### src/hdl/fhd_pkg.sv
// Shared widths, character constants and helper functions for the file name hash block.
package fhd_pkg;

    localparam int BYTE_W = 8;
    localparam int HASH_W = 32;
    localparam int PART_W = 24;

    localparam logic [BYTE_W-1:0] LOWER_A     = 8'h61;
    localparam logic [BYTE_W-1:0] LOWER_Z     = 8'h7A;
    localparam logic [BYTE_W-1:0] CASE_OFFSET = 8'h20;

    typedef logic [HASH_W-1:0] t_hash;
    typedef logic [BYTE_W-1:0] t_char;
    typedef logic [1:0]        t_pos;

    // Map a to z onto A to Z; every other byte passes unchanged.
    function automatic t_char to_upper(input t_char c);
        if (c >= LOWER_A && c <= LOWER_Z) begin
            return c - CASE_OFFSET;
        end
        return c;
    endfunction

    // Rotate a hash left by one bit.
    function automatic t_hash rotl1(input t_hash v);
        return {v[HASH_W-2:0], v[HASH_W-1]};
    endfunction

endpackage

### src/hdl/filename_hash_dual.sv
// Top level of the dual rotate-add file name hash.
//
// The block takes a file name one byte per item and, on the item marked last,
// delivers two 32-bit hashes: one over little-endian 4-byte words (a short final
// word is zero-padded) and one over single bytes, both folded in as
// rotate-left-by-one plus value. Letters a to z are upper-cased first, and bytes
// beyond the first MAX_NAME_CHARS of a name are ignored, though their last flag
// still closes the name. The block accepts one byte every clock cycle; each byte
// passes through one adder per hash between the state registers and the result
// register, and the result appears in the cycle after the last byte is accepted.
// A result register sits between the two sides, so input keeps flowing as long
// as each finished result is taken; while a result waits at a stalled output,
// the input waits too.
module filename_hash_dual #(
    parameter int MAX_NAME_CHARS = 255
) (
    input  logic                  i_clk,
    input  logic                  i_rst_n,
    input  logic                  i_in_valid,
    output logic                  o_in_ready,
    input  logic [7:0]            i_name_byte,
    input  logic                  i_last_byte,
    output logic                  o_out_valid,
    input  logic                  i_out_ready,
    output fhd_pkg::t_hash        o_word_hash,
    output fhd_pkg::t_hash        o_byte_hash
);
    import fhd_pkg::*;

    localparam int LEN_W = $clog2(MAX_NAME_CHARS + 1);
    localparam logic [LEN_W-1:0] LEN_MAX = LEN_W'(MAX_NAME_CHARS);
    localparam t_pos POS_LAST = 2'd3;

    // Running state of the name in progress.
    t_hash              r_word_acc, n_word_acc;
    t_hash              r_byte_acc, n_byte_acc;
    logic [PART_W-1:0]  r_partial, n_partial;
    t_pos               r_pos, n_pos;
    logic [LEN_W-1:0]   r_len, n_len;

    // Result register.
    logic               r_out_valid;
    t_hash              r_word_hash, n_word_hash;
    t_hash              r_byte_hash;

    logic  in_accept;
    logic  take;
    t_char ch;

    assign o_in_ready  = !r_out_valid || i_out_ready;
    assign in_accept   = i_in_valid && o_in_ready;
    assign take        = r_len < LEN_MAX;
    assign ch          = to_upper(i_name_byte);

    assign o_out_valid = r_out_valid;
    assign o_word_hash = r_word_hash;
    assign o_byte_hash = r_byte_hash;

    // Fold the byte into both hashes and into the unfinished word.
    always_comb begin
        n_word_acc = r_word_acc;
        n_byte_acc = r_byte_acc;
        n_partial  = r_partial;
        n_pos      = r_pos;
        n_len      = r_len;
        if (take) begin
            n_len      = r_len + 1'b1;
            n_byte_acc = rotl1(r_byte_acc) + t_hash'(ch);
            case (r_pos)
                2'd0:    n_partial[7:0]   = ch;
                2'd1:    n_partial[15:8]  = ch;
                2'd2:    n_partial[23:16] = ch;
                default: n_partial        = '0;
            endcase
            if (r_pos == POS_LAST) begin
                n_word_acc = rotl1(r_word_acc) + {ch, r_partial};
                n_pos      = '0;
            end else begin
                n_pos = r_pos + 1'b1;
            end
        end
    end

    // Word hash as seen at the end of the name: a pending short word is folded in.
    always_comb begin
        if (take && r_pos == POS_LAST) begin
            n_word_hash = n_word_acc;
        end else if (n_pos != '0) begin
            n_word_hash = rotl1(r_word_acc) + t_hash'(n_partial);
        end else begin
            n_word_hash = r_word_acc;
        end
    end

    // State registers; a last item clears them for the next name.
    always_ff @(posedge i_clk) begin
        if (!i_rst_n) begin
            r_word_acc <= '0;
            r_byte_acc <= '0;
            r_partial  <= '0;
            r_pos      <= '0;
            r_len      <= '0;
        end else if (in_accept) begin
            if (i_last_byte) begin
                r_word_acc <= '0;
                r_byte_acc <= '0;
                r_partial  <= '0;
                r_pos      <= '0;
                r_len      <= '0;
            end else begin
                r_word_acc <= n_word_acc;
                r_byte_acc <= n_byte_acc;
                r_partial  <= n_partial;
                r_pos      <= n_pos;
                r_len      <= n_len;
            end
        end
    end

    // Result valid flag.
    always_ff @(posedge i_clk) begin
        if (!i_rst_n) begin
            r_out_valid <= 1'b0;
        end else if (in_accept && i_last_byte) begin
            r_out_valid <= 1'b1;
        end else if (i_out_ready) begin
            r_out_valid <= 1'b0;
        end
    end

    // Result payload.
    always_ff @(posedge i_clk) begin
        if (in_accept && i_last_byte) begin
            r_word_hash <= n_word_hash;
            r_byte_hash <= n_byte_acc;
        end
    end

endmodule

### config.mk
export PLATFORM = sky130hd
export DESIGN_NAME = filename_hash_dual
export DESIGN_NICKNAME = d
export VERILOG_FILES = /design/src/hdl/fhd_pkg.sv /design/src/hdl/filename_hash_dual.sv
export SDC_FILE = /design/constraint.sdc
export NUM_CORES = 1
export LEC_CHECK = 0
export BUFFER_PORTS_ARGS = -buffer_cell sky130_fd_sc_hd__buf_2
export CORE_MARGIN = 2
export CORE_UTILIZATION = 65
export CTS_BUF_LIST = sky130_fd_sc_hd__clkbuf_4 sky130_fd_sc_hd__clkbuf_8
export DETAILED_ROUTE_END_ITERATION = 10
export GPL_ROUTABILITY_DRIVEN = 0
export PLACE_DENSITY = 0.82
export SETUP_SLACK_MARGIN = 0.02
export SYNTH_ARGS = -nofsm -noshare
export SYNTH_HDL_FRONTEND = slang
export SYNTH_SLANG_ARGS = --single-unit
### constraint.sdc
create_clock -name i_clk -period 8.67 [get_ports i_clk]
set_clock_uncertainty 0.15 [all_clocks]
set_input_delay 0.867 -clock i_clk [delete_from_list [all_inputs] [get_ports i_clk]]
set_output_delay 0.867 -clock i_clk [all_outputs]
set_load 0.01 [all_outputs]
# [Word level (Yosys, flattened, before mapping)]
# Index checks and enable logic that the tools add are counted.
[op_classes] add_sub_neg=6 n_lt_le_gt_ge=3 eq_ne=3 mux=22 reduce_logical=14
[ops] op="$mux 32" count=7
[ops] op="$mux 24" count=2
[ops] op="$pmux 8 s2" count=3
[ops] op="$add 32x24->32" count=1
[ops] op="$add 32x32->32" count=1
[ops] op="$add 32x8->32" count=1
[ops] op="$mux 8" count=4
[ops] op="$add 8x1->8 const B" count=1
[ops] op="$ge 8x7->1 const B" count=1
[ops] op="$le 8x7->1 const B" count=1
[ops] op="$lt 8x8->1 const B" count=1
[ops] op="$sub 8x6->8 const B" count=1
[ops] op="$mux 2" count=3
[ops] op="$reduce_bool 2->1" count=3
[ops] op="$reduce_or 2->1" count=3
[ops] op="$eq 2x2->1 const B" count=2
[ops] op="$logic_and 1x1->1" count=4
[ops] op="$mux 1" count=3
[ops] op="$add 2x1->2 const B" count=1
[ops] op="$eq 2x1->1 const B" count=1
[ops] op="$logic_not 2->1" count=1
[ops] op="$reduce_and 2->1" count=1
[ops] op="$logic_not 1->1" count=1
[ops] op="$logic_or 1x1->1" count=1
[totals] regBits=163 inputBits=13

# [Longest topological paths before layout]
[depth] ltp_word=9 depth_mapped=16 mapped_depth_nobuf=15

# [Worst setup path after synthesis]
# Ideal clock, no wire load.
[synth_timing] kind="input to register" startpoint="input port i_name_byte[2]" endpoint="register r_word_hash[19], in the netlist o_word_hash[19] (data pin)" setup_time_ns=0.270 arrival_time_ns=4.078 t_required_ns=8.250 path_slack_ns=4.172 cell_stages=14 path_cell_list="or4_1 > o22ai_1 > nor4_1 > a21o_1 > a22o_1 > ha_1 > and4_1 > o21a_1 > a21oi_2 > a211oi_1 > a221o_1 > a2111o_1 > a221oi_1 > a21oi_1"
[synth_via] elab_chain_len=9 elab_cells_between_ends=14 classes_between="2 x add/sub; 2 x order compare; 9 x mux; 1 x reduce/logical"
[synth_lines] element="start: declaration" line="filename_hash_dual.sv:21" rtl="input logic [7:0] i_name_byte,"
[synth_lines] element="$ge 8x7->1 or $le 8x7->1 (tied branches)" line="fhd_pkg.sv:18" rtl="if (c >= LOWER_A && c <= LOWER_Z) begin"
[synth_lines] element="$logic_and 1x1->1" line="fhd_pkg.sv:18"
[synth_lines] element="$mux 1" line="fhd_pkg.sv:18"
[synth_lines] element="$mux 8 *" line="fhd_pkg.sv:21" rtl="return c;"
[synth_lines] element="$pmux 8 s2" line="filename_hash_dual.sv:69" rtl="case (r_pos)"
[synth_lines] element="$mux 24 *" line="filename_hash_dual.sv:66" rtl="if (take) begin"
[synth_lines] element="$add 32x24->32 *" line="filename_hash_dual.sv:89" rtl="n_word_hash = rotl1(r_word_acc) + t_hash'(n_partial);"
[synth_lines] element="$mux 32 *" line="filename_hash_dual.sv:88" rtl="end else if (n_pos != '0) begin"
[synth_lines] element="$mux 32 *" line="filename_hash_dual.sv:86" rtl="if (take && r_pos == POS_LAST) begin"
[synth_lines] element="net n_word_hash[19]" line="filename_hash_dual.sv:43" rtl="t_hash r_word_hash, n_word_hash;"
[synth_lines] element="end signal: assignment" line="filename_hash_dual.sv:134" rtl="r_word_hash <= n_word_hash;"
[synth_lines] element="end: declaration" line="filename_hash_dual.sv:43"
# The timed path passes the listed nets; every way through them passes the cells marked *. The select of a mux whose other input is x is not followed.
# A chain may end at the register's enable or synchronous reset.

# [Final worst setup path]
[layout_timing] startpoint="register r_len[2]" endpoint="register r_word_hash[29], in the netlist o_word_hash[29] (data pin)"
[layout_via] elab_chain_len=5 elab_cells_between_ends=9 classes_between="1 x add/sub; 1 x order compare; 5 x mux; 2 x reduce/logical"
[layout_lines] element="start: declaration" line="filename_hash_dual.sv:39" rtl="logic [LEN_W-1:0] r_len, n_len;"
[layout_lines] element="start signal: assignment" line="filename_hash_dual.sv:115" rtl="r_len <= n_len;"
[layout_lines] element="$lt 8x8->1 *" line="filename_hash_dual.sv:52" rtl="assign take = r_len < LEN_MAX;"
[layout_lines] element="$mux 24 or $mux 2 (tied branches)" line="filename_hash_dual.sv:66"
[layout_lines] element="$add 32x24->32 or $reduce_bool 2->1 (tied branches)" line="filename_hash_dual.sv:89, filename_hash_dual.sv:88"
[layout_lines] element="$mux 32" line="filename_hash_dual.sv:88"
[layout_lines] element="$mux 32 *" line="filename_hash_dual.sv:86"
[layout_lines] element="net n_word_hash[29]" line="filename_hash_dual.sv:43"
# The timed path passes the listed nets; every way through them passes the cells marked *.

==> flow_metrics.py <==
metrics = {
    "routing": {
        "initialDrtViolationCount": 1187,
        "routed_wl_um": 29900,
        "viasPerCell": 6.59,
        "drt-pass1-iter-count": 6,
        "wl_per_cell_um": 19.5,
        "drtAntennaViolNets": 0,
        "drc": 0,
        "vias": 10099,
    },
    "pwr": {
        "leakagePower_nw": 4.91,
        "vdd_ir_drop_max_uv": 113,
        "power.density_mw_per_mm2": 130,
    },
    "clock_network": {
        "tritoncts": "yes",
        "cts.hold.buffers_added": 0,
        "cts_buffers": 17,
        "post_cts_resized": 0,
        "htreeDepth": 4,
        "max-clock-path-buffers": 2,
        "clk_pin_slew_ps": 90,
        "cts_sinks": 163,
        "clock_latency_ps": 470,
        "cts_root_buffer": "clkbuf_8",
        "post-cts-setup-buffer-count": 0,
    },
    "sta": {
        "slew_headroom": 0.179,
        "setup_viol": 0,
        "finalHoldViolations": 0,
        "tightest_slew_ps": 1230,
        "fin_crit_sh": 0.602,
        "rsz0062_at_grt": "false",
        "drv_slew": 0,
        "setup_tns_ps": 0,
        "fmax_mhz": 192,
        "fin_crit_ps": 5220,
    },
    "final_layout": {
        "final_cell_count_no_fill": 1533,
        "drive_gt1_frac": 0.109,
        "areaGrowthSynthToFinish_pct": 7.94,
        "fin_nets": 1390,
        "n_antenna_cell": 0,
    },
    "setup_path": {
        "cp.buffers_inverters": 1,
        "crit_start": "r_len[2]",
        "crit_family": "simple AND/OR/NAND/NOR gates",
        "end_kind": "flop",
        "cpMaxStageDelayCell": "nand4_1",
        "r2r-start": "r_len[2]",
        "path_max_fanout": 54,
        "critical_path.cell_chain": "and4_1 > nand4_1 > and2_2 > buf_4 > nor2_1 > ha_1 > and2_1 > a32o_1 > a41o_1 > or4_1 > o211ai_2 > mux2i_1 > o2111ai_1 > o21a_1",
        "worstPathRequired_ps": 8750,
        "crit_type": "reg -> reg",
        "crit_path_max_incr_delay_ps": 720,
        "arrival_ps": 5300,
        "cp-start-kind": "flop",
    },
    "synth": {
        "synth_cell_type_count": 78,
        "yosys.area.top_type": "dfxtp_1",
        "ys.flop_type": "dfxtp_1",
        "synth_area_leaders": "dfxtp_1 (18%), edfxtp_1 (18%), ha_1 (8.2%)",
        "synth_common_cells": "nor2_1 (192), a21oi_1 (111), dfxtp_1 (99)",
        "synth.most_common_cell": "nor2_1",
        "netlist.area_leader.share": 0.185,
        "yosysSeqAreaShare": 0.364,
        "synth_edf_count": 64,
        "ys_ff_latch": 163,
        "synth_area_sq_mm": 0.0107,
        "synth.yosys.warnings": 0,
        "async_reset_ff_frac": 0,
        "syn_nets": 1352,
        "syn_avg_cell_area_sq_um": 8.48,
        "synth_cells": 1266,
    },
    "floorplan": {
        "placementRows": 46,
        "initial_core_util": 0.671,
        "fp.dieH_um": 132,
        "die_area_sq_mm": 0.0176,
        "coreArea_sq_mm": 0.0160,
        "io_pins": 79,
        "die_w_um": 132,
    },
    "grt": {
        "first_global_vias": 9500,
        "grt_pass1_wl_um": 48200,
        "grt_overflow_total": 0,
        "antenna_found_initial": 0,
        "track_usage": 0.342,
        "grt_max_degree": 71,
    },
    "placed_design": {
        "post-dp-hpwl_um": 20800,
        "dp_cells": 1501,
        "portBuffers": 78,
    },
    "min_path": {
        "hp-class": "reg -> reg",
        "min-delay-start": "r_byte_acc[14]",
    },
    "run": {
        "drv_cap": 0,
    },
    "run_status": {
        "outcome": "complete, no violations",
    },
}
-- cell type report --
type,count,area [sq um]
Clock buffer,19,249
Tap cell,216,270
Sequential cell,163,3900
Timing Repair Buffer,89,473
Clock inverter,13,101
Multi-Input combinational cell,1004,6480
Inverter,29,109
Fill cell,1303,4420
-- registers in the layout, indices dropped and copies added (netlist names) --
| signal | cells |
|---|---|
| r_len | 8 |
| o_byte_hash | 32 |
| o_out_valid | 1 |
| o_word_hash | 32 |
| r_word_acc | 32 |
| r_partial | 24 |
| r_byte_acc | 32 |
| r_pos | 2 |
-- power by group --
part | leakage, nW | switching [mW] | internal, mW
Sequential | 1.41 | 0.00925 | 0.815
Combinational | 3.31 | 0.114 | 0.0538
Clock | 0.182 | 0.299 | 0.208
-- layer usage --
metal	routed length, um	track usage
met3	2980	0.0724
met1	11900	0.442
met5	0	0
met4	1190	0.155
met2	13800	0.552
-- final timing paths --
kind | to | slack [ps] | cells after the start
setup / recovery | o_word_hash[29] | 3450 | 14
hold / removal | r_byte_acc[14] | 370 | 2
setup reg to reg | o_word_hash[29] | 3450 | 14
hold reg to reg | r_byte_acc[14] | 370 | 2
-- worst reg2reg max path, cell delays in order, from the launching register on --
cell and delay [ps]:
dfxtp_1 410, and4_1 270, nand4_1 720, and2_2 530, buf_4 320, nor2_1 260, ha_1 330, and2_1 240
a32o_1 290, a41o_1 250, or4_1 500, o211ai_2 230, mux2i_1 220, o2111ai_1 120, o21a_1 130
-- cells by family (layout without fill, tap and decap cells) --
family          after synthesis  after routing  synth area share
simple gates                446            446             0.188
compound gates              404            404             0.259
flops                       163            163             0.364
buf+inv                      99            150            0.0351
xor+xnor                     76             76            0.0620
fa+ha+maj                    73             73            0.0872
mux                           5              5           0.00466
-- cell usage in the layout (no fill, tap or decap), drive strengths merged, types with 11 or more instances in the layout --
| cell | count |
|---|---|
| buf | 89 |
| dfxtp | 99 |
| a211oi | 19 |
| nor3 | 25 |
| o21ai | 62 |
| o21bai | 11 |
| xor2 | 26 |
| ha | 70 |
| nor2 | 192 |
| nand2 | 97 |
| a21oi | 112 |
| edfxtp | 64 |
| a32oi | 15 |
| xnor2 | 50 |
| nand3 | 43 |
| a22oi | 54 |
| and3 | 12 |
| inv | 33 |
| and2 | 13 |
| clkbuf | 19 |
| a21o | 33 |
| or3 | 13 |
| nand4 | 14 |
-- metrics by stage --
step / setup slack [ps] / hold slack (ps) / util / power, mW / area, sq um
after floorplan: 4170 / 301 / - / 0.952 / 10700
after global placement: 3540 / 328 / 0.702 / 1.00 / 11200
after detailed placement: 3450 / 345 / 0.702 / 1.01 / 11200
after CTS: 3570 / 357 / 0.724 / 1.50 / 11600
after global routing: 3190 / 393 / 0.724 / 1.55 / 11600
final: 3450 / 366 / 0.724 / 1.50 / 11600
Power figures use the tool's default switching activity.
